--- src/rtl/assert_macros.svh ---
// Assertion macros for the RTL of the flight timer sequencer.
// Depends on nothing; assertions are clocked by clk_i and disabled in reset.
`ifndef ASSERT_MACROS_SVH
`define ASSERT_MACROS_SVH

// Property checked at every rising clock edge outside reset.
`define ASSERT_CLK(label, prop, msg) \
  label: assert property (@(posedge clk_i) disable iff (!rst_ni) (prop)) \
    else $error(msg);

// Implication checked at every rising clock edge outside reset.
`define ASSERT_IMPL(label, pre, post, msg) \
  label: assert property (@(posedge clk_i) disable iff (!rst_ni) (pre) |-> (post)) \
    else $error(msg);

`endif

--- src/rtl/fts_pkg.sv ---
// Package for the flight timer sequencer: modes, state structs and constant tables.
// Depends on nothing.
package fts_pkg;

  typedef enum logic [4:0] {
    M_SETUP, M_TMAX, M_REL1, M_TMIN, M_REL2, M_SW1, M_EW1, M_EDM, M_SW2,
    M_EW2, M_EDD, M_WSTART, M_WREL, M_RUN, M_FREE, M_TRIG, M_WRESTART
  } mode_e;

  localparam logic [7:0] CmpMax     = 8'd129;
  localparam logic [7:0] CmpMin     = 8'd64;
  localparam logic [7:0] EscIdle    = 8'd85;
  localparam logic [2:0] MotorLast  = 3'd5;
  localparam logic [3:0] DtLast     = 4'd8;
  localparam int         StepTicks  = 20;

  localparam logic [2:0] CfgMotor   = 3'd0;
  localparam logic [2:0] CfgDt      = 3'd1;
  localparam logic [2:0] CfgDebnc   = 3'd2;
  localparam logic [2:0] CfgEdit    = 3'd3;
  localparam logic [2:0] CfgServo   = 3'd4;
  localparam logic [2:0] CfgEsc     = 3'd5;

  typedef struct packed {
    mode_e       mode;
    logic [7:0]  quiet;
    logic [15:0] deadline;
    logic        brs;
    logic [2:0]  motor;
    logic [3:0]  dt;
    logic [7:0]  servo;
    logic [7:0]  esc;
    logic        led;
    logic        servo_en;
    logic        esc_en;
  } st_t;

  // frame counter view after this word's increment
  typedef struct packed {
    logic [15:0] fc;
    logic [3:0]  step20;
    logic        sec_odd;
    logic [3:0]  fast_ph;
  } tb_t;

  typedef struct packed {
    logic [2:0]  init_motor;
    logic [3:0]  init_dt;
    logic [7:0]  debounce;
    logic [15:0] edit_ticks;
    logic [17:0] servo_off_ticks;
    logic [17:0] esc_off_ticks;
  } cfg_t;

  function automatic logic [7:0] motor_secs(input logic [2:0] idx);
    logic [7:0] r;
    case (idx)
      3'd0: r = 8'd2;
      3'd1: r = 8'd4;
      3'd2: r = 8'd5;
      3'd3: r = 8'd7;
      3'd4: r = 8'd10;
      3'd5: r = 8'd13;
      3'd6: r = 8'd15;
      default: r = 8'd2;
    endcase
    return r;
  endfunction

  function automatic logic [8:0] dt_secs(input logic [3:0] idx);
    logic [8:0] r;
    case (idx)
      4'd0, 4'd9:  r = 9'd0;
      4'd1, 4'd10: r = 9'd5;
      4'd2, 4'd11: r = 9'd30;
      4'd3, 4'd12: r = 9'd60;
      4'd4, 4'd13: r = 9'd90;
      4'd5, 4'd14: r = 9'd120;
      4'd6, 4'd15: r = 9'd180;
      4'd7:        r = 9'd240;
      default:     r = 9'd300;
    endcase
    return r;
  endfunction

  // servo position for a motor choice: 64 + 65*idx/5
  function automatic logic [7:0] motor_cmp(input logic [3:0] idx);
    logic [11:0] v;
    v = 12'd64 + 12'd13 * {8'd0, idx};
    return v[7:0];
  endfunction

  // servo position for a dethermalizer choice: 64 + 65*idx/8
  function automatic logic [7:0] dt_cmp(input logic [3:0] idx);
    logic [11:0] v;
    v = 12'd65 * {8'd0, idx};
    v = 12'd64 + (v >> 3);
    return v[7:0];
  endfunction

endpackage

--- src/rtl/fts_timebase.sv ---
// Frame counter with running quotients for the display step and LED flash phases.
// Depends on fts_pkg.
module fts_timebase #(
  parameter int TicksPerSec = 49
) (
  input  logic         clk_i,
  input  logic         rst_ni,
  input  logic         step_i,
  input  logic         clear_i,
  output fts_pkg::tb_t tb_o
);
  import fts_pkg::*;

  localparam int FastDiv = TicksPerSec / 5;
  localparam int SecW    = $clog2(TicksPerSec);
  localparam int FastW   = $clog2(FastDiv);
  localparam logic [SecW-1:0]  SecLast  = SecW'(TicksPerSec - 1);
  localparam logic [FastW-1:0] FastLast = FastW'(FastDiv - 1);

  logic [15:0]      fc_q, fc_d;
  logic [4:0]       r20_q, r20_d;
  logic [3:0]       q20_q, q20_d;
  logic [SecW-1:0]  rs_q, rs_d;
  logic             qs_q, qs_d;
  logic [FastW-1:0] rf_q, rf_d;
  logic [3:0]       qf_q, qf_d;
  logic             adv;

  always_comb begin
    adv   = (fc_q != 16'hFFFF);
    fc_d  = fc_q;
    r20_d = r20_q;
    q20_d = q20_q;
    rs_d  = rs_q;
    qs_d  = qs_q;
    rf_d  = rf_q;
    qf_d  = qf_q;
    if (adv) begin
      fc_d = fc_q + 16'd1;
      if (r20_q == 5'(StepTicks - 1)) begin
        r20_d = '0;
        if (q20_q != 4'hF) q20_d = q20_q + 4'd1;
      end else begin
        r20_d = r20_q + 5'd1;
      end
      if (rs_q == SecLast) begin
        rs_d = '0;
        qs_d = ~qs_q;
      end else begin
        rs_d = rs_q + SecW'(1);
      end
      if (rf_q == FastLast) begin
        rf_d = '0;
        qf_d = (qf_q == 4'd9) ? 4'd0 : qf_q + 4'd1;
      end else begin
        rf_d = rf_q + FastW'(1);
      end
    end
  end

  assign tb_o = '{fc: fc_d, step20: q20_d, sec_odd: qs_d, fast_ph: qf_d};

  always_ff @(posedge clk_i or negedge rst_ni) begin
    if (!rst_ni) begin
      fc_q  <= '0;
      r20_q <= '0;
      q20_q <= '0;
      rs_q  <= '0;
      qs_q  <= 1'b0;
      rf_q  <= '0;
      qf_q  <= '0;
    end else if (step_i) begin
      if (clear_i) begin
        fc_q  <= '0;
        r20_q <= '0;
        q20_q <= '0;
        rs_q  <= '0;
        qs_q  <= 1'b0;
        rf_q  <= '0;
        qf_q  <= '0;
      end else begin
        fc_q  <= fc_d;
        r20_q <= r20_d;
        q20_q <= q20_d;
        rs_q  <= rs_d;
        qs_q  <= qs_d;
        rf_q  <= rf_d;
        qf_q  <= qf_d;
      end
    end
  end

endmodule

--- src/rtl/fts_step.sv ---
// Next-state logic of the 17-mode sequencer for one tick.
// Depends on fts_pkg.
module fts_step #(
  parameter int TicksPerSec = 49
) (
  input  fts_pkg::st_t  st_i,
  input  fts_pkg::tb_t  tb_i,
  input  fts_pkg::cfg_t cfg_i,
  input  logic          down_i,
  input  logic          rc_i,
  input  logic          changed_i,
  output fts_pkg::st_t  st_o,
  output logic          clear_o,
  output logic          save_o
);
  import fts_pkg::*;

  st_t         s;
  logic        sample;
  logic        hit;
  logic        clr;
  logic        sv;
  logic [16:0] dl_sum;
  logic [15:0] dl_new;
  logic [16:0] run_lim;
  logic [16:0] free_lim;
  logic [16:0] fc_run;
  logic        exp_run;
  logic        srv_off;
  logic        esc_off;
  logic        fast_led;
  logic        dbl_led;
  logic        tri_led;
  logic [3:0]  ph;

  always_comb begin
    s   = st_i;
    clr = 1'b0;
    sv  = 1'b0;

    dl_sum   = {1'b0, tb_i.fc} + {1'b0, cfg_i.edit_ticks};
    dl_new   = dl_sum[16] ? 16'hFFFF : dl_sum[15:0];
    run_lim  = 17'((32'(motor_secs(st_i.motor)) + 32'd1) * 32'(TicksPerSec));
    free_lim = 17'((32'(dt_secs(st_i.dt)) + 32'd1) * 32'(TicksPerSec));
    fc_run   = {1'b0, tb_i.fc} + 17'(CmpMax - CmpMin);
    exp_run  = fc_run >= run_lim;
    srv_off  = {2'b0, tb_i.fc} > cfg_i.servo_off_ticks;
    esc_off  = {2'b0, tb_i.fc} > cfg_i.esc_off_ticks;

    if (changed_i) s.quiet = '0;
    if (s.quiet != 8'hFF) s.quiet = s.quiet + 8'd1;
    sample = s.quiet > cfg_i.debounce;
    hit    = sample && down_i && s.brs;

    if (s.mode == M_SETUP) begin
      s.motor = (cfg_i.init_motor > MotorLast) ? MotorLast : cfg_i.init_motor;
      s.dt    = (cfg_i.init_dt > DtLast) ? DtLast : cfg_i.init_dt;
      s.mode  = down_i ? M_TMAX : M_SW1;
    end

    case (s.mode)
      M_TMAX: begin
        s.servo = (s.servo < CmpMax - 8'd2) ? s.servo + 8'd2 : CmpMax;
        s.esc   = s.servo;
        if (s.servo >= CmpMax) begin
          s.esc_en = 1'b1;
          s.mode   = M_REL1;
        end
      end
      M_REL1, M_REL2: begin
        if (sample) begin
          s.brs   = !down_i;
          s.quiet = '0;
        end
        if (hit) s.mode = (s.mode == M_REL1) ? M_TMIN : M_TMAX;
      end
      M_TMIN: begin
        s.servo = (s.servo > CmpMin + 8'd2) ? s.servo - 8'd2 : CmpMin;
        s.esc   = s.servo;
        if (s.servo <= CmpMin) s.mode = M_REL2;
      end
      M_SW1, M_SW2: begin
        s.servo = (s.servo < CmpMax - 8'd2) ? s.servo + 8'd2 : CmpMax;
        if (s.servo >= CmpMax) begin
          s.mode = (s.mode == M_SW1) ? M_EW1 : M_EW2;
          clr    = 1'b1;
        end
      end
      M_EW1, M_EW2: begin
        s.servo = (s.servo > CmpMin + 8'd2) ? s.servo - 8'd2 : CmpMin;
        if (s.servo <= CmpMin) begin
          s.mode     = (s.mode == M_EW1) ? M_EDM : M_EDD;
          clr        = 1'b1;
          s.deadline = cfg_i.edit_ticks;
        end
      end
      M_EDM: begin
        if (tb_i.step20 <= {1'b0, s.motor}) begin
          s.servo    = motor_cmp(tb_i.step20);
          s.deadline = dl_new;
        end else begin
          s.servo = motor_cmp({1'b0, s.motor});
        end
        if (sample) begin
          s.brs   = !down_i;
          s.quiet = '0;
        end
        if (hit) begin
          s.motor    = (s.motor < MotorLast) ? s.motor + 3'd1 : 3'd0;
          s.deadline = dl_new;
        end
        if (tb_i.fc > s.deadline) begin
          s.mode = M_SW2;
          clr    = 1'b1;
        end
      end
      M_EDD: begin
        if (tb_i.step20 <= s.dt) begin
          s.servo    = dt_cmp(tb_i.step20);
          s.deadline = dl_new;
        end else begin
          s.servo = dt_cmp(s.dt);
        end
        if (sample) begin
          s.brs   = !down_i;
          s.quiet = '0;
        end
        if (hit) begin
          s.dt       = (s.dt < DtLast) ? s.dt + 4'd1 : 4'd0;
          s.deadline = dl_new;
        end
        if (tb_i.fc > s.deadline) begin
          s.esc_en = 1'b1;
          s.mode   = M_WSTART;
          clr      = 1'b1;
          sv       = 1'b1;
        end
      end
      M_WSTART: begin
        if (srv_off) s.servo_en = 1'b0;
        if (esc_off) s.esc_en = 1'b0;
        s.servo = (s.servo > CmpMin + 8'd2) ? s.servo - 8'd2 : CmpMin;
        if (s.servo <= CmpMin) begin
          if (sample) begin
            s.brs   = !down_i;
            s.quiet = '0;
          end
          if (hit) begin
            s.mode     = M_WREL;
            s.servo_en = 1'b1;
            s.esc_en   = 1'b1;
          end
          s.led = !tb_i.sec_odd;
        end
      end
      M_WREL: begin
        s.esc = (s.esc < EscIdle) ? s.esc + 8'd1 : EscIdle;
        if (sample) begin
          if (!down_i && !s.brs) begin
            s.mode = M_RUN;
            clr    = 1'b1;
          end
          s.brs   = !down_i;
          s.quiet = '0;
        end
      end
      M_RUN: begin
        if (exp_run) begin
          s.esc = (s.esc > CmpMin) ? s.esc - 8'd1 : CmpMin;
          if (s.esc <= CmpMin) begin
            s.led  = 1'b0;
            s.mode = M_FREE;
          end else begin
            s.led = 1'b1;
          end
        end else begin
          if (s.esc >= CmpMax) begin
            s.led = 1'b0;
          end else begin
            s.led = 1'b1;
            s.esc = s.esc + 8'd1;
          end
          if (rc_i) begin
            s.mode = M_TRIG;
            clr    = 1'b1;
          end else begin
            if (sample) begin
              s.brs   = !down_i;
              s.quiet = '0;
            end
            if (hit) begin
              s.mode = M_WSTART;
              clr    = 1'b1;
              s.esc  = CmpMin;
            end
          end
        end
      end
      M_FREE: begin
        if (rc_i || ({1'b0, tb_i.fc} >= free_lim)) begin
          s.mode = M_TRIG;
          clr    = 1'b1;
        end
      end
      M_TRIG: begin
        s.esc   = CmpMin;
        s.servo = (s.servo < CmpMax - 8'd2) ? s.servo + 8'd2 : CmpMax;
        if (s.servo >= CmpMax) s.mode = M_WRESTART;
      end
      M_WRESTART: begin
        if (srv_off) s.servo_en = 1'b0;
        if (esc_off) s.esc_en = 1'b0;
        if (sample) begin
          s.brs   = !down_i;
          s.quiet = '0;
        end
        if (hit) begin
          s.mode     = M_WSTART;
          clr        = 1'b1;
          s.servo_en = 1'b1;
          s.esc_en   = 1'b1;
        end
      end
      default: ;
    endcase

    // flash patterns read the phase after any counter restart
    ph       = clr ? 4'd0 : tb_i.fast_ph;
    fast_led = !ph[0];
    dbl_led  = (ph == 4'd0) || (ph == 4'd3);
    tri_led  = (ph == 4'd0) || (ph == 4'd2) || (ph == 4'd4);
    case (st_i.mode == M_SETUP ? M_SETUP : st_i.mode)
      M_EDM:                          s.led = dbl_led;
      M_EDD:                          s.led = tri_led;
      M_WREL, M_WRESTART:             s.led = fast_led;
      default: ;
    endcase
  end

  assign st_o    = s;
  assign clear_o = clr;
  assign save_o  = sv;

endmodule

--- src/rtl/flight_timer_sequencer_core.sv ---
// Top level of the flight timer sequencer: handshake, config registers, state.
// Depends on fts_pkg, fts_timebase, fts_step and assert_macros.svh.
//
// Usage:
//  - Input channel (in_valid_i / in_stall_o) carries one tick word per frame:
//    button level, radio dethermalizer pin and a pin-change flag.
//  - Output channel (out_valid_o / out_stall_i) returns one result word per
//    tick: servo and ESC widths, enables, LED, mode, save strobe, choices.
//  - Flow: a word accepted into the input register is stepped once the
//    result slot is free or draining; its result is shown from that step on.
//  - Throughput: one word per cycle while unstalled; the step is a single
//    pass of compare/add logic between input and state/result registers.
//  - Stall: while the receiver stalls, the result word holds; one more input
//    word is taken into the input register, then in_stall_o rises.
//  - Reset: state returns to power-on (setup mode); the first tick loads the
//    saved choices. Config registers return to their defaults.
//  - Config: write with cfg_we_i, cfg_index_i, cfg_wdata_i while idle.
`include "assert_macros.svh"
module flight_timer_sequencer_core #(
  parameter int TicksPerSec = 49
) (
  input  logic       clk_i,
  input  logic       rst_ni,
  input  logic       in_valid_i,
  output logic       in_stall_o,
  input  logic       button_down_i,
  input  logic       rc_dt_active_i,
  input  logic       pin_changed_i,
  output logic       out_valid_o,
  input  logic       out_stall_i,
  output logic [7:0] servo_width_o,
  output logic [7:0] esc_width_o,
  output logic       servo_enable_o,
  output logic       esc_enable_o,
  output logic       led_on_o,
  output logic [4:0] mode_o,
  output logic       save_strobe_o,
  output logic [2:0] motor_choice_o,
  output logic [3:0] dethermal_choice_o,
  input  logic       cfg_we_i,
  input  logic [2:0] cfg_index_i,
  input  logic [9:0] cfg_wdata_i
);
  import fts_pkg::*;

  cfg_t cfg_q;
  st_t  st_q, st_d;
  tb_t  tb;
  logic in_valid_q;
  logic down_q, rc_q, chg_q;
  logic out_valid_q;
  logic save_q, save_d;
  logic can_step, step_en, in_acc, clr;

  // Config: store power-down and edit times already scaled to ticks.
  always_ff @(posedge clk_i or negedge rst_ni) begin
    if (!rst_ni) begin
      cfg_q.init_motor      <= 3'd0;
      cfg_q.init_dt         <= 4'd0;
      cfg_q.debounce        <= 8'd3;
      cfg_q.edit_ticks      <= 16'(3 * TicksPerSec);
      cfg_q.servo_off_ticks <= 18'(30 * TicksPerSec);
      cfg_q.esc_off_ticks   <= 18'(300 * TicksPerSec);
    end else if (cfg_we_i) begin
      case (cfg_index_i)
        CfgMotor: cfg_q.init_motor <= cfg_wdata_i[2:0];
        CfgDt:    cfg_q.init_dt    <= cfg_wdata_i[3:0];
        CfgDebnc: cfg_q.debounce   <= cfg_wdata_i[7:0];
        CfgEdit:  cfg_q.edit_ticks <= 16'({10'd0, cfg_wdata_i[5:0]} * 16'(TicksPerSec));
        CfgServo: cfg_q.servo_off_ticks <= 18'({8'd0, cfg_wdata_i} * 18'(TicksPerSec));
        CfgEsc:   cfg_q.esc_off_ticks   <= 18'({8'd0, cfg_wdata_i} * 18'(TicksPerSec));
        default: ;
      endcase
    end
  end

  // Step when an input word waits and the result slot is free or draining.
  assign can_step   = !out_valid_q || !out_stall_i;
  assign step_en    = in_valid_q && can_step;
  assign in_stall_o = in_valid_q && !can_step;
  assign in_acc     = in_valid_i && !in_stall_o;

  always_ff @(posedge clk_i or negedge rst_ni) begin
    if (!rst_ni) begin
      in_valid_q <= 1'b0;
    end else if (in_acc) begin
      in_valid_q <= 1'b1;
    end else if (step_en) begin
      in_valid_q <= 1'b0;
    end
  end

  always_ff @(posedge clk_i) begin
    if (in_acc) begin
      down_q <= button_down_i;
      rc_q   <= rc_dt_active_i;
      chg_q  <= pin_changed_i;
    end
  end

  fts_timebase #(.TicksPerSec(TicksPerSec)) u_timebase (
    .clk_i   (clk_i),
    .rst_ni  (rst_ni),
    .step_i  (step_en),
    .clear_i (clr),
    .tb_o    (tb)
  );

  fts_step #(.TicksPerSec(TicksPerSec)) u_step (
    .st_i      (st_q),
    .tb_i      (tb),
    .cfg_i     (cfg_q),
    .down_i    (down_q),
    .rc_i      (rc_q),
    .changed_i (chg_q),
    .st_o      (st_d),
    .clear_o   (clr),
    .save_o    (save_d)
  );

  // State doubles as the result register: it only advances when the
  // previous result has been taken or is taken at this edge.
  always_ff @(posedge clk_i or negedge rst_ni) begin
    if (!rst_ni) begin
      st_q <= '{mode: M_SETUP, quiet: 8'd0, deadline: 16'd0, brs: 1'b0,
                motor: 3'd0, dt: 4'd0, servo: CmpMin, esc: CmpMin,
                led: 1'b0, servo_en: 1'b1, esc_en: 1'b0};
      save_q      <= 1'b0;
      out_valid_q <= 1'b0;
    end else if (step_en) begin
      st_q        <= st_d;
      save_q      <= save_d;
      out_valid_q <= 1'b1;
    end else if (!out_stall_i) begin
      out_valid_q <= 1'b0;
    end
  end

  assign out_valid_o        = out_valid_q;
  assign servo_width_o      = st_q.servo;
  assign esc_width_o        = st_q.esc;
  assign servo_enable_o     = st_q.servo_en;
  assign esc_enable_o       = st_q.esc_en;
  assign led_on_o           = st_q.led;
  assign mode_o             = st_q.mode;
  assign save_strobe_o      = save_q;
  assign motor_choice_o     = st_q.motor;
  assign dethermal_choice_o = st_q.dt;

  `ASSERT_IMPL(a_save_mode, out_valid_o && save_strobe_o, st_q.mode == M_WSTART,
               "save strobe outside wait-start mode")
  `ASSERT_IMPL(a_servo_rng, out_valid_o, servo_width_o >= CmpMin && servo_width_o <= CmpMax,
               "servo width out of range")
  `ASSERT_IMPL(a_stall_why, in_stall_o, out_valid_o && out_stall_i,
               "input stalled without a held result")

endmodule

--- src/tb/tb.sv ---
`timescale 1ns / 100ps
// Self-checking testbench for flight_timer_sequencer_core: random ticks drive the
// sequencer, and a scoreboard with its own mode model checks every result word.
// Depends on fts_pkg and the RTL of the block.

import fts_pkg::*;

typedef struct {
  logic [7:0] servo;
  logic [7:0] esc;
  logic       servo_en;
  logic       esc_en;
  logic       led;
  logic [4:0] mode;
  logic       save;
  logic [2:0] motor;
  logic [3:0] dt;
} frame_out_t;

class flight_scoreboard;
  frame_out_t  pending[$];
  int          errors;
  int          checked;
  // configuration copy
  int unsigned init_motor, init_dt, debounce, edit_s, servo_off_s, esc_off_s;
  // sequencer state copy
  mode_e       mode;
  int unsigned fc, quiet, deadline, released, motor, dt;
  int unsigned servo, esc, led, servo_en, esc_en;

  function new();
    init_motor = 0; init_dt = 0; debounce = 3; edit_s = 3;
    servo_off_s = 30; esc_off_s = 300;
    mode = M_SETUP; fc = 0; quiet = 0; deadline = 0; released = 0;
    motor = 0; dt = 0; servo = 64; esc = 64; led = 0; servo_en = 1; esc_en = 0;
    errors = 0; checked = 0;
  endfunction

  function void write_cfg(logic [2:0] idx, logic [9:0] val);
    case (idx)
      CfgMotor: init_motor = val[2:0];
      CfgDt:    init_dt = val[3:0];
      CfgDebnc: debounce = val[7:0];
      CfgEdit:  edit_s = val[5:0];
      CfgServo: servo_off_s = val;
      CfgEsc:   esc_off_s = val;
      default: ;
    endcase
  endfunction

  function int unsigned sat16(int unsigned v);
    return v > 65535 ? 65535 : v;
  endfunction

  function void servo_up();
    servo = (servo + 2 < 129) ? servo + 2 : 129;
  endfunction

  function void servo_down();
    servo = (servo > 66) ? servo - 2 : 64;
  endfunction

  function void wipe_up(mode_e nxt);
    servo_up();
    if (servo >= 129) begin
      mode = nxt; fc = 0;
    end
  endfunction

  function void wipe_down(mode_e nxt);
    servo_down();
    if (servo <= 64) begin
      mode = nxt; fc = 0; deadline = sat16(edit_s * 49);
    end
  endfunction

  function void show(int unsigned idx, int unsigned last);
    int unsigned stp;
    stp = fc / 20;
    if (stp <= idx) begin
      servo = 64 + 65 * stp / last;
      deadline = sat16(fc + edit_s * 49);
    end else begin
      servo = 64 + 65 * idx / last;
    end
  endfunction

  // debounced press: true on a press that follows a seen release
  function bit pressed(bit down);
    bit hit;
    hit = 0;
    if (quiet > debounce) begin
      if (down) begin
        if (released != 0) begin
          hit = 1; released = 0;
        end
      end else begin
        released = 1;
      end
      quiet = 0;
    end
    return hit;
  endfunction

  function void power_down();
    if (fc > servo_off_s * 49) servo_en = 0;
    if (fc > esc_off_s * 49) esc_en = 0;
  endfunction

  function int unsigned motor_time(int unsigned i);
    int unsigned t[7] = '{2, 4, 5, 7, 10, 13, 15};
    return t[i % 7];
  endfunction

  function int unsigned dt_time(int unsigned i);
    int unsigned t[9] = '{0, 5, 30, 60, 90, 120, 180, 240, 300};
    return t[i % 9];
  endfunction

  // advance the model by one tick and queue the resulting word
  function void note_tick(bit down, bit rc, bit changed);
    frame_out_t  r;
    int unsigned ph;
    bit          save;
    save = 0;
    if (fc < 65535) fc++;
    if (changed) quiet = 0;
    if (quiet < 255) quiet++;
    if (mode == M_SETUP) begin
      motor = init_motor > 5 ? 5 : init_motor;
      dt = init_dt > 8 ? 8 : init_dt;
      mode = down ? M_TMAX : M_SW1;
    end
    ph = fc / 9;
    case (mode)
      M_TMAX: begin
        servo_up(); esc = servo;
        if (servo >= 129) begin
          esc_en = 1; mode = M_REL1;
        end
      end
      M_REL1: if (pressed(down)) mode = M_TMIN;
      M_TMIN: begin
        servo_down(); esc = servo;
        if (servo <= 64) mode = M_REL2;
      end
      M_REL2: if (pressed(down)) mode = M_TMAX;
      M_SW1: wipe_up(M_EW1);
      M_EW1: wipe_down(M_EDM);
      M_EDM: begin
        show(motor, 5);
        if (pressed(down)) begin
          motor = motor < 5 ? motor + 1 : 0;
          deadline = sat16(fc + edit_s * 49);
        end
        if (fc > deadline) begin
          mode = M_SW2; fc = 0;
        end
        ph = fc / 9;
        led = (ph % 10 == 0) || (ph % 10 == 3);
      end
      M_SW2: wipe_up(M_EW2);
      M_EW2: wipe_down(M_EDD);
      M_EDD: begin
        show(dt, 8);
        if (pressed(down)) begin
          dt = dt < 8 ? dt + 1 : 0;
          deadline = sat16(fc + edit_s * 49);
        end
        if (fc > deadline) begin
          esc_en = 1; mode = M_WSTART; fc = 0; save = 1;
        end
        ph = fc / 9;
        led = (ph % 10 == 0) || (ph % 10 == 2) || (ph % 10 == 4);
      end
      M_WSTART: begin
        power_down();
        servo_down();
        if (servo <= 64) begin
          if (pressed(down)) begin
            mode = M_WREL; servo_en = 1; esc_en = 1;
          end
          led = ((fc / 49) % 2) == 0;
        end
      end
      M_WREL: begin
        esc = esc < 85 ? esc + 1 : 85;
        if (quiet > debounce) begin
          if (!down) begin
            if (released == 0) begin
              mode = M_RUN; fc = 0; released = 1;
            end
          end else begin
            released = 0;
          end
          quiet = 0;
        end
        led = ((fc / 9) % 2) == 0;
      end
      M_RUN: begin
        if ((fc + 65) / 49 > motor_time(motor)) begin
          esc = esc > 64 ? esc - 1 : 64;
          if (esc <= 64) begin
            led = 0; mode = M_FREE;
          end else begin
            led = 1;
          end
        end else begin
          if (esc >= 129) begin
            led = 0;
          end else begin
            led = 1; esc++;
          end
          if (rc) begin
            mode = M_TRIG; fc = 0;
          end else if (pressed(down)) begin
            mode = M_WSTART; fc = 0; esc = 64;
          end
        end
      end
      M_FREE: begin
        if (rc || fc / 49 > dt_time(dt)) begin
          mode = M_TRIG; fc = 0;
        end
      end
      M_TRIG: begin
        esc = 64;
        servo_up();
        if (servo >= 129) mode = M_WRESTART;
      end
      M_WRESTART: begin
        power_down();
        if (pressed(down)) begin
          mode = M_WSTART; fc = 0; servo_en = 1; esc_en = 1;
        end
        led = ((fc / 9) % 2) == 0;
      end
      default: ;
    endcase
    r.servo = servo[7:0]; r.esc = esc[7:0]; r.servo_en = servo_en[0];
    r.esc_en = esc_en[0]; r.led = led[0]; r.mode = mode; r.save = save;
    r.motor = motor[2:0]; r.dt = dt[3:0];
    pending.push_back(r);
  endfunction

  function void cmp(string name, int unsigned e, int unsigned a);
    if (e != a) begin
      $error("%s: expected %0d, actual %0d", name, e, a);
      errors++;
    end
  endfunction

  function void check_word(frame_out_t a);
    frame_out_t e;
    if (pending.size() == 0) begin
      $error("result word with no tick waiting");
      errors++;
      return;
    end
    e = pending.pop_front();
    checked++;
    cmp("servo_width", e.servo, a.servo);
    cmp("esc_width", e.esc, a.esc);
    cmp("servo_enable", e.servo_en, a.servo_en);
    cmp("esc_enable", e.esc_en, a.esc_en);
    cmp("led_on", e.led, a.led);
    cmp("mode", e.mode, a.mode);
    cmp("save_strobe", e.save, a.save);
    cmp("motor_choice", e.motor, a.motor);
    cmp("dethermal_choice", e.dt, a.dt);
  endfunction
endclass

module tb;
  logic       clk_i = 0;
  logic       rst_ni = 0;
  logic       in_valid_i = 0;
  logic       in_stall_o;
  logic       button_down_i = 0;
  logic       rc_dt_active_i = 0;
  logic       pin_changed_i = 0;
  logic       out_valid_o;
  logic       out_stall_i = 1;
  logic [7:0] servo_width_o;
  logic [7:0] esc_width_o;
  logic       servo_enable_o;
  logic       esc_enable_o;
  logic       led_on_o;
  logic [4:0] mode_o;
  logic       save_strobe_o;
  logic [2:0] motor_choice_o;
  logic [3:0] dethermal_choice_o;
  logic       cfg_we_i = 0;
  logic [2:0] cfg_index_i = '0;
  logic [9:0] cfg_wdata_i = '0;

  flight_scoreboard tick_model = new();
  int  ticks_sent = 0;
  int  gap_free = 0;     // when set, the sender drives back to back
  int  stall_free = 0;   // when set, the receiver never stalls
  bit  btn_level = 0;
  int  btn_hold = 5;

  flight_timer_sequencer_core dut (.*);

  always #4 clk_i = ~clk_i;

  // Write one config register and mirror it in the model; block is idle here.
  task automatic cfg_write(logic [2:0] idx, logic [9:0] val);
    cfg_we_i <= 1; cfg_index_i <= idx; cfg_wdata_i <= val;
    @(posedge clk_i);
    cfg_we_i <= 0;
    tick_model.write_cfg(idx, val);
  endtask

  task automatic cfg_all(int unsigned db, int unsigned ed, int unsigned so, int unsigned eo);
    cfg_write(CfgDebnc, 10'(db));
    cfg_write(CfgEdit, 10'(ed));
    cfg_write(CfgServo, 10'(so));
    cfg_write(CfgEsc, 10'(eo));
  endtask

  // Offer one tick word after a random gap; hold it until accepted.
  task automatic send_tick(bit down, bit rc, bit changed);
    int gap;
    gap = gap_free ? 0 : $urandom_range(0, 19);
    if (gap > 0) begin
      in_valid_i <= 0;
      repeat (gap) @(posedge clk_i);
    end
    in_valid_i <= 1;
    button_down_i <= down; rc_dt_active_i <= rc; pin_changed_i <= changed;
    do @(posedge clk_i); while (in_stall_o);
    tick_model.note_tick(down, rc, changed);
    ticks_sent++;
  endtask

  // Button held in runs of random length so debounce lets presses through;
  // a few words carry noise on the change flag or fully random bits.
  task automatic send_random_tick();
    bit changed;
    bit rc;
    changed = 0;
    if (btn_hold == 0) begin
      btn_level = ~btn_level; changed = 1; btn_hold = $urandom_range(1, 30);
    end else begin
      btn_hold--;
      if ($urandom_range(0, 15) == 0) changed = 1;
    end
    rc = ($urandom_range(0, 149) == 0);
    if ($urandom_range(0, 19) == 0)
      send_tick(1'($urandom_range(0, 1)), 1'($urandom_range(0, 1)),
                1'($urandom_range(0, 1)));
    else
      send_tick(btn_level, rc, changed);
  endtask

  // Drain: drop valid, then wait until every expected word has arrived.
  task automatic drain();
    in_valid_i <= 0;
    @(posedge clk_i);
    while (tick_model.pending.size() != 0) @(posedge clk_i);
    repeat (4) @(posedge clk_i);
  endtask

  task automatic run_phase(int n);
    repeat (n) begin
      if ($urandom_range(0, 99) == 0) gap_free = !gap_free;
      send_random_tick();
    end
    gap_free = 0;
  endtask

  // Receiver: random stall before each word, one long hold-off mid run.
  initial begin
    int w;
    int got;
    got = 0;
    @(posedge rst_ni);
    forever begin
      if ($urandom_range(0, 99) == 0) stall_free = !stall_free;
      w = stall_free ? 0 : $urandom_range(0, 19);
      if (got == 700) w = 300;
      if (w > 0) begin
        out_stall_i <= 1;
        repeat (w) @(posedge clk_i);
      end
      out_stall_i <= 0;
      do @(posedge clk_i); while (!out_valid_o);
      got++;
    end
  end

  // Monitor: check each accepted result word.
  always @(posedge clk_i) begin
    frame_out_t a;
    if (rst_ni && out_valid_o && !out_stall_i) begin
      a.servo = servo_width_o; a.esc = esc_width_o; a.servo_en = servo_enable_o;
      a.esc_en = esc_enable_o; a.led = led_on_o; a.mode = mode_o;
      a.save = save_strobe_o; a.motor = motor_choice_o; a.dt = dethermal_choice_o;
      tick_model.check_word(a);
    end
  end

  initial begin
    #20ms;
    $display("Regression FAIL");
    $finish;
  end

  initial begin
    repeat (7) @(posedge clk_i);
    rst_ni <= 1;
    @(posedge clk_i);
    // Initial choices take effect on the power-on tick only; values clamp.
    cfg_write(CfgMotor, 10'h3FF);
    cfg_write(CfgDt, 10'd1);
    cfg_all(3, 3, 30, 300);
    // Power-on tick with button released enters the wipe / edit sequence.
    send_tick(0, 0, 0);
    for (int i = 0; i < 8; i++) send_tick(i[0], i[1], i[2]);
    repeat (12) send_tick(0, 0, 0);
    run_phase(480);
    drain();
    // Shortest nonzero timeouts and fastest debounce.
    cfg_write(CfgMotor, 10'd2);
    cfg_write(CfgDt, 10'hF);
    cfg_all(0, 1, 1, 1);
    run_phase(300);
    drain();
    // Long edit and power-down times; debounce never samples the button.
    cfg_all(255, 60, 1000, 1000);
    run_phase(100);
    drain();
    // Zero timeouts.
    cfg_all(0, 0, 0, 0);
    run_phase(150);
    drain();
    // Random settings over the full width, but for a small debounce at first.
    cfg_write(CfgMotor, 10'($urandom_range(0, 7)));
    cfg_write(CfgDt, 10'($urandom_range(0, 15)));
    cfg_all($urandom_range(0, 7), $urandom_range(0, 63), $urandom_range(0, 1023),
            $urandom_range(0, 1023));
    run_phase(200);
    drain();
    cfg_all($urandom_range(0, 255), $urandom_range(0, 63), $urandom_range(0, 1023),
            $urandom_range(0, 1023));
    run_phase(100);
    drain();
    cfg_all(2, 3, 5, 5);
    run_phase(250);
    drain();
    $display("Sent %0d ticks over seven config settings; checked %0d result words.",
             ticks_sent, tick_model.checked);
    if (tick_model.errors == 0 && tick_model.pending.size() == 0)
      $display("Regression PASS");
    else
      $display("Regression FAIL");
    $finish;
  end
endmodule
--- config.mk ---
export PLATFORM = sky130hd
export DESIGN_NAME = flight_timer_sequencer_core
export DESIGN_NICKNAME = d
export VERILOG_FILES = /design/src/rtl/fts_pkg.sv /design/src/rtl/fts_timebase.sv /design/src/rtl/fts_step.sv /design/src/rtl/flight_timer_sequencer_core.sv /design/src/tb/tb.sv
export VERILOG_INCLUDE_DIRS = /design/src /design/src/rtl
export SDC_FILE = /design/constraint.sdc
export NUM_CORES = 1
export LEC_CHECK = 0
export ABC_AREA = 1
export CAP_MARGIN = 20
export CELL_PAD_IN_SITES_DETAIL_PLACEMENT = 2
export CELL_PAD_IN_SITES_GLOBAL_PLACEMENT = 2
export CORE_MARGIN = 1.5
export CORE_UTILIZATION = 39
export CTS_BUF_LIST = sky130_fd_sc_hd__clkbuf_8
export CTS_CLUSTER_DIAMETER = 40
export DETAILED_ROUTE_END_ITERATION = 7
export DONT_BUFFER_PORTS = 1
export PLACE_DENSITY_LB_ADDON = 0.1
export SYNTH_ARGS = -nofsm -noshare
export SYNTH_HDL_FRONTEND = slang
export SYNTH_HIERARCHICAL = 1
export SYNTH_SLANG_ARGS = --single-unit
--- constraint.sdc ---
create_clock -name clk_i -period 7.6 [get_ports clk_i]
set_input_delay 1.52 -clock clk_i [delete_from_list [all_inputs] [get_ports clk_i]]
set_output_delay 1.52 -clock clk_i [all_outputs]
set_load 0.05 [all_outputs]
## Word level (Yosys, flattened, before mapping)

Memories as Yosys holds them, arrays and structs flattened.
Index checks and enable logic that the tools add are counted.

| word-level totals | value |
|---|---|
| bits in registers | 161 |
| ROM bits | 144 |
| input port bits | 21 |
| output and inout port bits | 34 |
| memories kept | 1 |

Memories:

| name | words | width | read ports | clocked after Yosys merged registers in | wr ports | RTL line | text |
|---|---|---|---|---|---|---|---|
| (no name shown) | 16 | 9 | 1 | 0 | 0 | fts_pkg.sv:72 | `case (idx)` |

| cells by class | value |
|---|---|
| $add $sub $neg | 21 |
| $mul | 8 |
| $lt $le $gt $ge | 21 |
| equal/unequal tests | 49 |
| mux-type cells | 116 |
| bitwise logic cells | 1 |
| reductions and logical operators | 53 |

Operators with widths:

| operator | number |
|---|---|
| 2-to-1 mux 16 bit | 10 |
| 2-to-1 mux 8 bit | 14 |
| 2-to-1 mux 5 bit | 20 |
| 2-to-1 mux 4 bit | 17 |
| one-hot mux 5 bit (13 select lines) | 1 |
| > comparator 16 bit | 4 |
| multiplier 32 x 6 -> 17 bit, second input constant | 2 |
| one-hot mux 8 bit (4 select lines) | 2 |
| == test 5 x 4 -> 1 bit, second input constant | 10 |
| one-hot mux 16 bit (3 select lines) | 1 |
| one-hot mux 8 bit (5 select lines) | 1 |
| 2-to-1 mux 1 bit | 28 |
| 2-to-1 mux 13 bit | 2 |
| == test 5 x 3 -> 1 bit, second input constant | 5 |
| adder 7 x 8 -> 8 bit, first input constant | 3 |
| one-hot mux 4 bit (6 select lines) | 1 |
| multiplier 7 x 4 -> 11 bit, first input constant | 2 |
| AND reduction 2 bit | 10 |
| 2-to-1 mux 3 bit | 6 |
| 2-to-1 mux 6 bit | 3 |
| adder 16 x 12 -> 17 bit | 1 |
| adder 16 x 7 -> 17 bit, second input constant | 1 |
| greater-or-equal comparator 16 x 17 -> 1 bit | 1 |
| greater-or-equal comparator 17 bit | 1 |
| other kinds (68) | 123 |

## Longest topological paths before layout

| logic depth | value |
|---|---|
| depth after elaboration | 16 |
| gate-level depth with buffers | 45 |
| gate-level depth less buffers | 44 |

## Hierarchy

Netlist, hierarchy kept.

By module, submodules not included:

| module | instances | cells each | area an instance (sq um) | sequential area each (sq um) |
|---|---|---|---|---|
| fts_step | 1 | 1645 | 9671.8 | 0.0 |
| flight_timer_sequencer_core | 1 | 659 | 6092.1 | 3074.2 |
| fts_timebase | 1 | 395 | 2746.4 | 1001.0 |

## Worst setup path after synthesis

No wires, ideal clock.

| path | value |
|---|---|
| kind | reg-to-reg |
| start point | register st_q, in the netlist dethermal_choice_o[1] |
| end point | register u_timebase.q20_q[2] |
| data arrival time | 5.708 ns |
| required time | 7.534 ns |
| slack | 1.826 ns |
| cell stages (with the launch flop) | 42 |
| buffers on the path | 2 |
| period minus slack after synthesis | 5.774 ns |
| cells stage by stage | dfrtp_1 inv_1 ha_1 nor2_1 nor3_4 ha_1 nand2_1 nor2_1 nand2_1 inv_1 nor2_1 ha_1 ha_1 xnor2_1 ha_1 ha_1 a21oi_1 nand2_1 (+6 left out) ha_1 nand2_1 nor3_1 nand3_1 nor2_1 nand4_1 o21ai_0 nand2_1 nand2_1 nor2_1 nand2_1 nand2_1 nand2_1 nor2_1 clkbuf_1 clkbuf_1 nand2_1 nand2_1 |

| between the ends | value |
|---|---|
| word-level cells in the longest chain between the ends | 9 |

Ends and longest elaborated chain:

| item | RTL line | text |
|---|---|---|
| start, declared | flight_timer_sequencer_core.sv:47 | `st_t st_q, st_d;` |
| start signal, assigned | flight_timer_sequencer_core.sv:125 | `st_q <= '{mode: M_SETUP, quiet: 8'd0, deadline: 16'd0, brs: 1'b0,` |
| start signal, assigned | flight_timer_sequencer_core.sv:131 | `st_q <= st_d;` |
| parallel branches: the longest is 7 deep, another holds multiplier 32 x 6 -> 17 bit | -- |  |
| one-hot mux 1 bit (8 select lines) * | fts_step.sv:61 | `case (s.mode)` |
| via clr | flight_timer_sequencer_core.sv:53 | `logic can_step, step_en, in_acc, clr;` |
| 2-to-1 mux 4 bit * | fts_timebase.sv:73 | `if (clear_i) begin` |
| end signal, assigned | fts_timebase.sv:84 | `q20_q <= q20_d;` |
| end, declared | fts_timebase.sv:22 | `logic [3:0] q20_q, q20_d;` |

Mark *: on every way through the listed nets, which the timed path passes. The select of a mux whose other input is x is not followed.
A chain may end at the register's enable or synchronous reset.

## Worst setup path after layout

| path | value |
|---|---|
| start point | register st_q, in the netlist dethermal_choice_o[1] |
| end point | register u_timebase.rs_q[3] |

| between the ends | value |
|---|---|
| word-level cells in the longest chain between the ends | 10 |

Ends and longest elaborated chain:

| item | RTL line | text |
|---|---|---|
| parallel branches: the longest is 7 deep, another holds multiplier 32 x 6 -> 17 bit | -- |  |
| one-hot mux 1 bit (8 select lines) * | fts_step.sv:61 |  |
| via clr | flight_timer_sequencer_core.sv:53 |  |
| nonzero test 2 bit (no line) | -- |  |
| AND reduction 2 bit (no line) | -- |  |
| end signal, assigned | fts_timebase.sv:85 | `rs_q <= rs_d;` |
| end, declared | fts_timebase.sv:23 | `logic [SecW-1:0] rs_q, rs_d;` |

Marks and branches as above.

==> metrics <==
most common cell after layout, fill and taps aside nand2_1; crit end category flip-flop; post-synthesis sequential area ratio 22.0%; worst-case clock skew 0.0314 ns; # clock sinks 161; final net count 2992; FMAX 145 MHz; final antenna-violating net count 0; initial core utilization 39.7%; final setup vio count 0; DR WL/cell 21.7 um; slowest stage cell, crit path dfrtp_1; CTS Buf Count 17; synth warn 6; final slew viol count 0; CP required 8.13 ns; Post-synth EDFFs 3; top cells by area, synth ha_1, dfrtp_1, nand2_1, inv_1, nand3_1; chip width 221 um; Skew-Pair Late Insertion Delay 0.60 ns; Slew @ Worst Pin 0.979 ns; class of the worst hold path flip-flop to flip-flop; via count of the first global-routing pass 20484; initial antenna violation count 2; Synth top area share 18.3%; Die Area 0.0488 mm^2; drt pass-1 iters 8; CTS root buf clkbuf_8; CTS max path bufs 2; Peak VDD IR 184 uV; Util after Layout 41.7%; slew margin rel. 34.5%; Seq cells post-synth 161; asr flop ratio synth 98.1%; Comb pwr share 76.3%; Buffers on Ports 0; Post-DP HPWL 56500 um; largest net degree at the start of global routing 159; diodes inserted 0; first-pass GRT wire length 114000 um; Routability Congestion 0.895; Sw Share 60.5%; Area Growth Syn to Fin 5.05%; share of cells above drive strength 1 8.18%; clock transition at the registers of the reported paths 0.11 ns; Setup TNS 0 ns; crit-path max FO 20; Iteration-0 DRC Markers 869; failing checks DRC; Min-Delay Endpoint cfg_q[26]; clock period minus worst slack 6.91 ns; Primary FF master, synth dfrtp_1; routed vias/inst 5.57; Finished Cell Area 0.0194 mm^2; grt ovf 0; Vias 18440; Ports 55; beginning of the worst register-to-register path dethermal_choice_o[1]; final worst-path cycle share 91.0%; Netlist Area Pre-Place 0.0185 mm^2; P_leak 10.5 nW; cell-internal power 3.91 mW; RSZ-0062 raised after global routing false; largest area contributor in the netlist ha_1; status finished with violations; Final Hold Viols 0; hold-critical path depth 2; R2R setup slack 0.69 ns; filler instances 5771; total core area 0.0467 mm^2; CTS tree done; startpoint types flip-flop; Clk pwr share 7.0%; Tot GR Track Use 29.7%; R2R cell count 42; fin cells 3309; Site Rows 79; DP Area 0.0191 mm^2; Critical Path Most Common Cell nand2_1; post-route DRC violation count 2; post-synth cell types 76; hold path startpoint cfg_q[26]; synthesized area per cell 6.86 um^2; r2r endpoint u_timebase/rs_q[3]; pwr/cell area 509 mW/mm^2; post-synthesis cell count 2699; Sequential Power Share 16.6%; final wirelength 71800 um; Post-CTS Hold Fix Bufs 0; Worst Setup Path Type flip-flop to flip-flop; max cap viols 0; Sw Pwr 5.98 mW; post-CTS setup repair buffer count 0; CP max stage delay 0.45 ns; die height 221 um; most frequent cells in the layout nand2_1, inv_1, ha_1; Placed Cells incl. Taps 3277; arrival time at the worst endpoint 7.44 ns; htree depth 4
==> critical path, delay by kind of cell (launching register included) <==
family / cells / cell delay (ns)
fa+ha+maj: 7 / 2.01
simple gates: 23 / 2.61
compound gates: 6 / 0.84
xor+xnor: 2 / 0.25
flops: 1 / 0.45
buf+inv: 4 / 0.67
==> per-layer routing <==
metal  up-vias  wire [um]  part of all wire, %  track usage [%]
met5         -         63                0.088                0
met4         4       1920                  2.7             9.70
met3       103       2100                  2.9             3.74
met2       267      35400                   49             52.8
met1      9274      32400                   45             37.2
li1       8792          -                    -                -
==> logic make-up after synthesis <==
| family | Yosys count | synth area share, % |
|---|---|---|
| other | 2 | 0.0406 |
| buffers and inverters | 437 | 10.4 |
| AOI/OAI and AO/OA | 403 | 12.9 |
| DFF | 161 | 22.0 |
| and+or+nand+nor | 1333 | 31.3 |
| xor gates and xnor gates | 77 | 3.64 |
| muxes | 4 | 0.237 |
| adders and majority gates | 282 | 19.5 |
==> per-stage QoR <==
stage               worst slack, ns  hold slack [ns]  power [mW]
floorplan                      1.83            0.446        6.84
global placement              0.863            0.456        8.59
global route                 0.0690            0.499        10.9
finish                        0.686            0.477        9.89
CTS                           0.350            0.483        9.90
detailed placement            0.377            0.465        9.11
==> cell usage after synthesis, drive strengths merged (5+ instances only) <==
master / number
a31oi: 5
nand3: 172
fa: 11
o221ai: 9
inv: 349
nor3: 37
a21o: 7
a21oi: 112
o211ai: 18
clkbuf: 11
dfrtp: 133
o2111ai: 9
and2: 5
dfstp: 25
o22ai: 6
xor2: 53
nand2: 834
o21a: 8
or2: 21
buf: 73
xnor2: 24
o21ai: 200
nor2: 195
nand3b: 5
o21bai: 6
ha: 271
nand4: 56
==> layout make-up <==
class | count | area (um^2) | area share [%]
inverter | 353 | 1340 | 6.87
sequential | 161 | 4080 | 21.0
tap | 607 | 759 | 3.91
multi-input combinational | 2114 | 12600 | 64.7
timing repair buffer | 42 | 315 | 1.62
clock buffer | 17 | 234 | 1.20
clock inverter | 15 | 149 | 0.766
==> flip-flops by register name (all words and copies together) (netlist names), 3 cells and up <==
name / count
esc_width_o: 8
u_timebase/rs_q: 6
st_q: 25
mode_o: 5
u_timebase/fc_q: 16
cfg_q: 59
dethermal_choice_o: 4
u_timebase/q20_q: 4
u_timebase/qf_q: 4
u_timebase/r20_q: 5
motor_choice_o: 3
u_timebase/rf_q: 4
servo_width_o: 8
==> power groups by stage <==
stage                     clock network, mW  logic [mW]  registers [mW]
final                                 0.697        7.55            1.64
after global placement                    0        6.95            1.64
after detailed placement                  0        7.45            1.66
after floorplan                           0        5.46            1.38
after global routing                  0.746        8.49            1.68
after CTS                             0.726        7.53            1.65
==> worst max-delay path by stage <==
stage                                     start                   to  slack [ns]  depth (start not counted)
final                     dethermal_choice_o[1]   u_timebase/rs_q[3]        0.69                         42
after global placement    dethermal_choice_o[1]   u_timebase/rf_q[3]        0.86                         38
after floorplan           dethermal_choice_o[1]  u_timebase/q20_q[2]        1.83                         41
after detailed placement  dethermal_choice_o[1]   u_timebase/rs_q[3]        0.38                         42
after global routing      dethermal_choice_o[1]   u_timebase/rf_q[3]        0.07                         44
after CTS                 dethermal_choice_o[1]   u_timebase/rs_q[3]        0.35                         42
==> repair_timing <==
item,in CTS,in global routing
endpoints found under the setup margin,0,16
hold endpoints to repair,0,0
resized for setup,0,2
No activity file was read; power rests on OpenSTA's default activity.
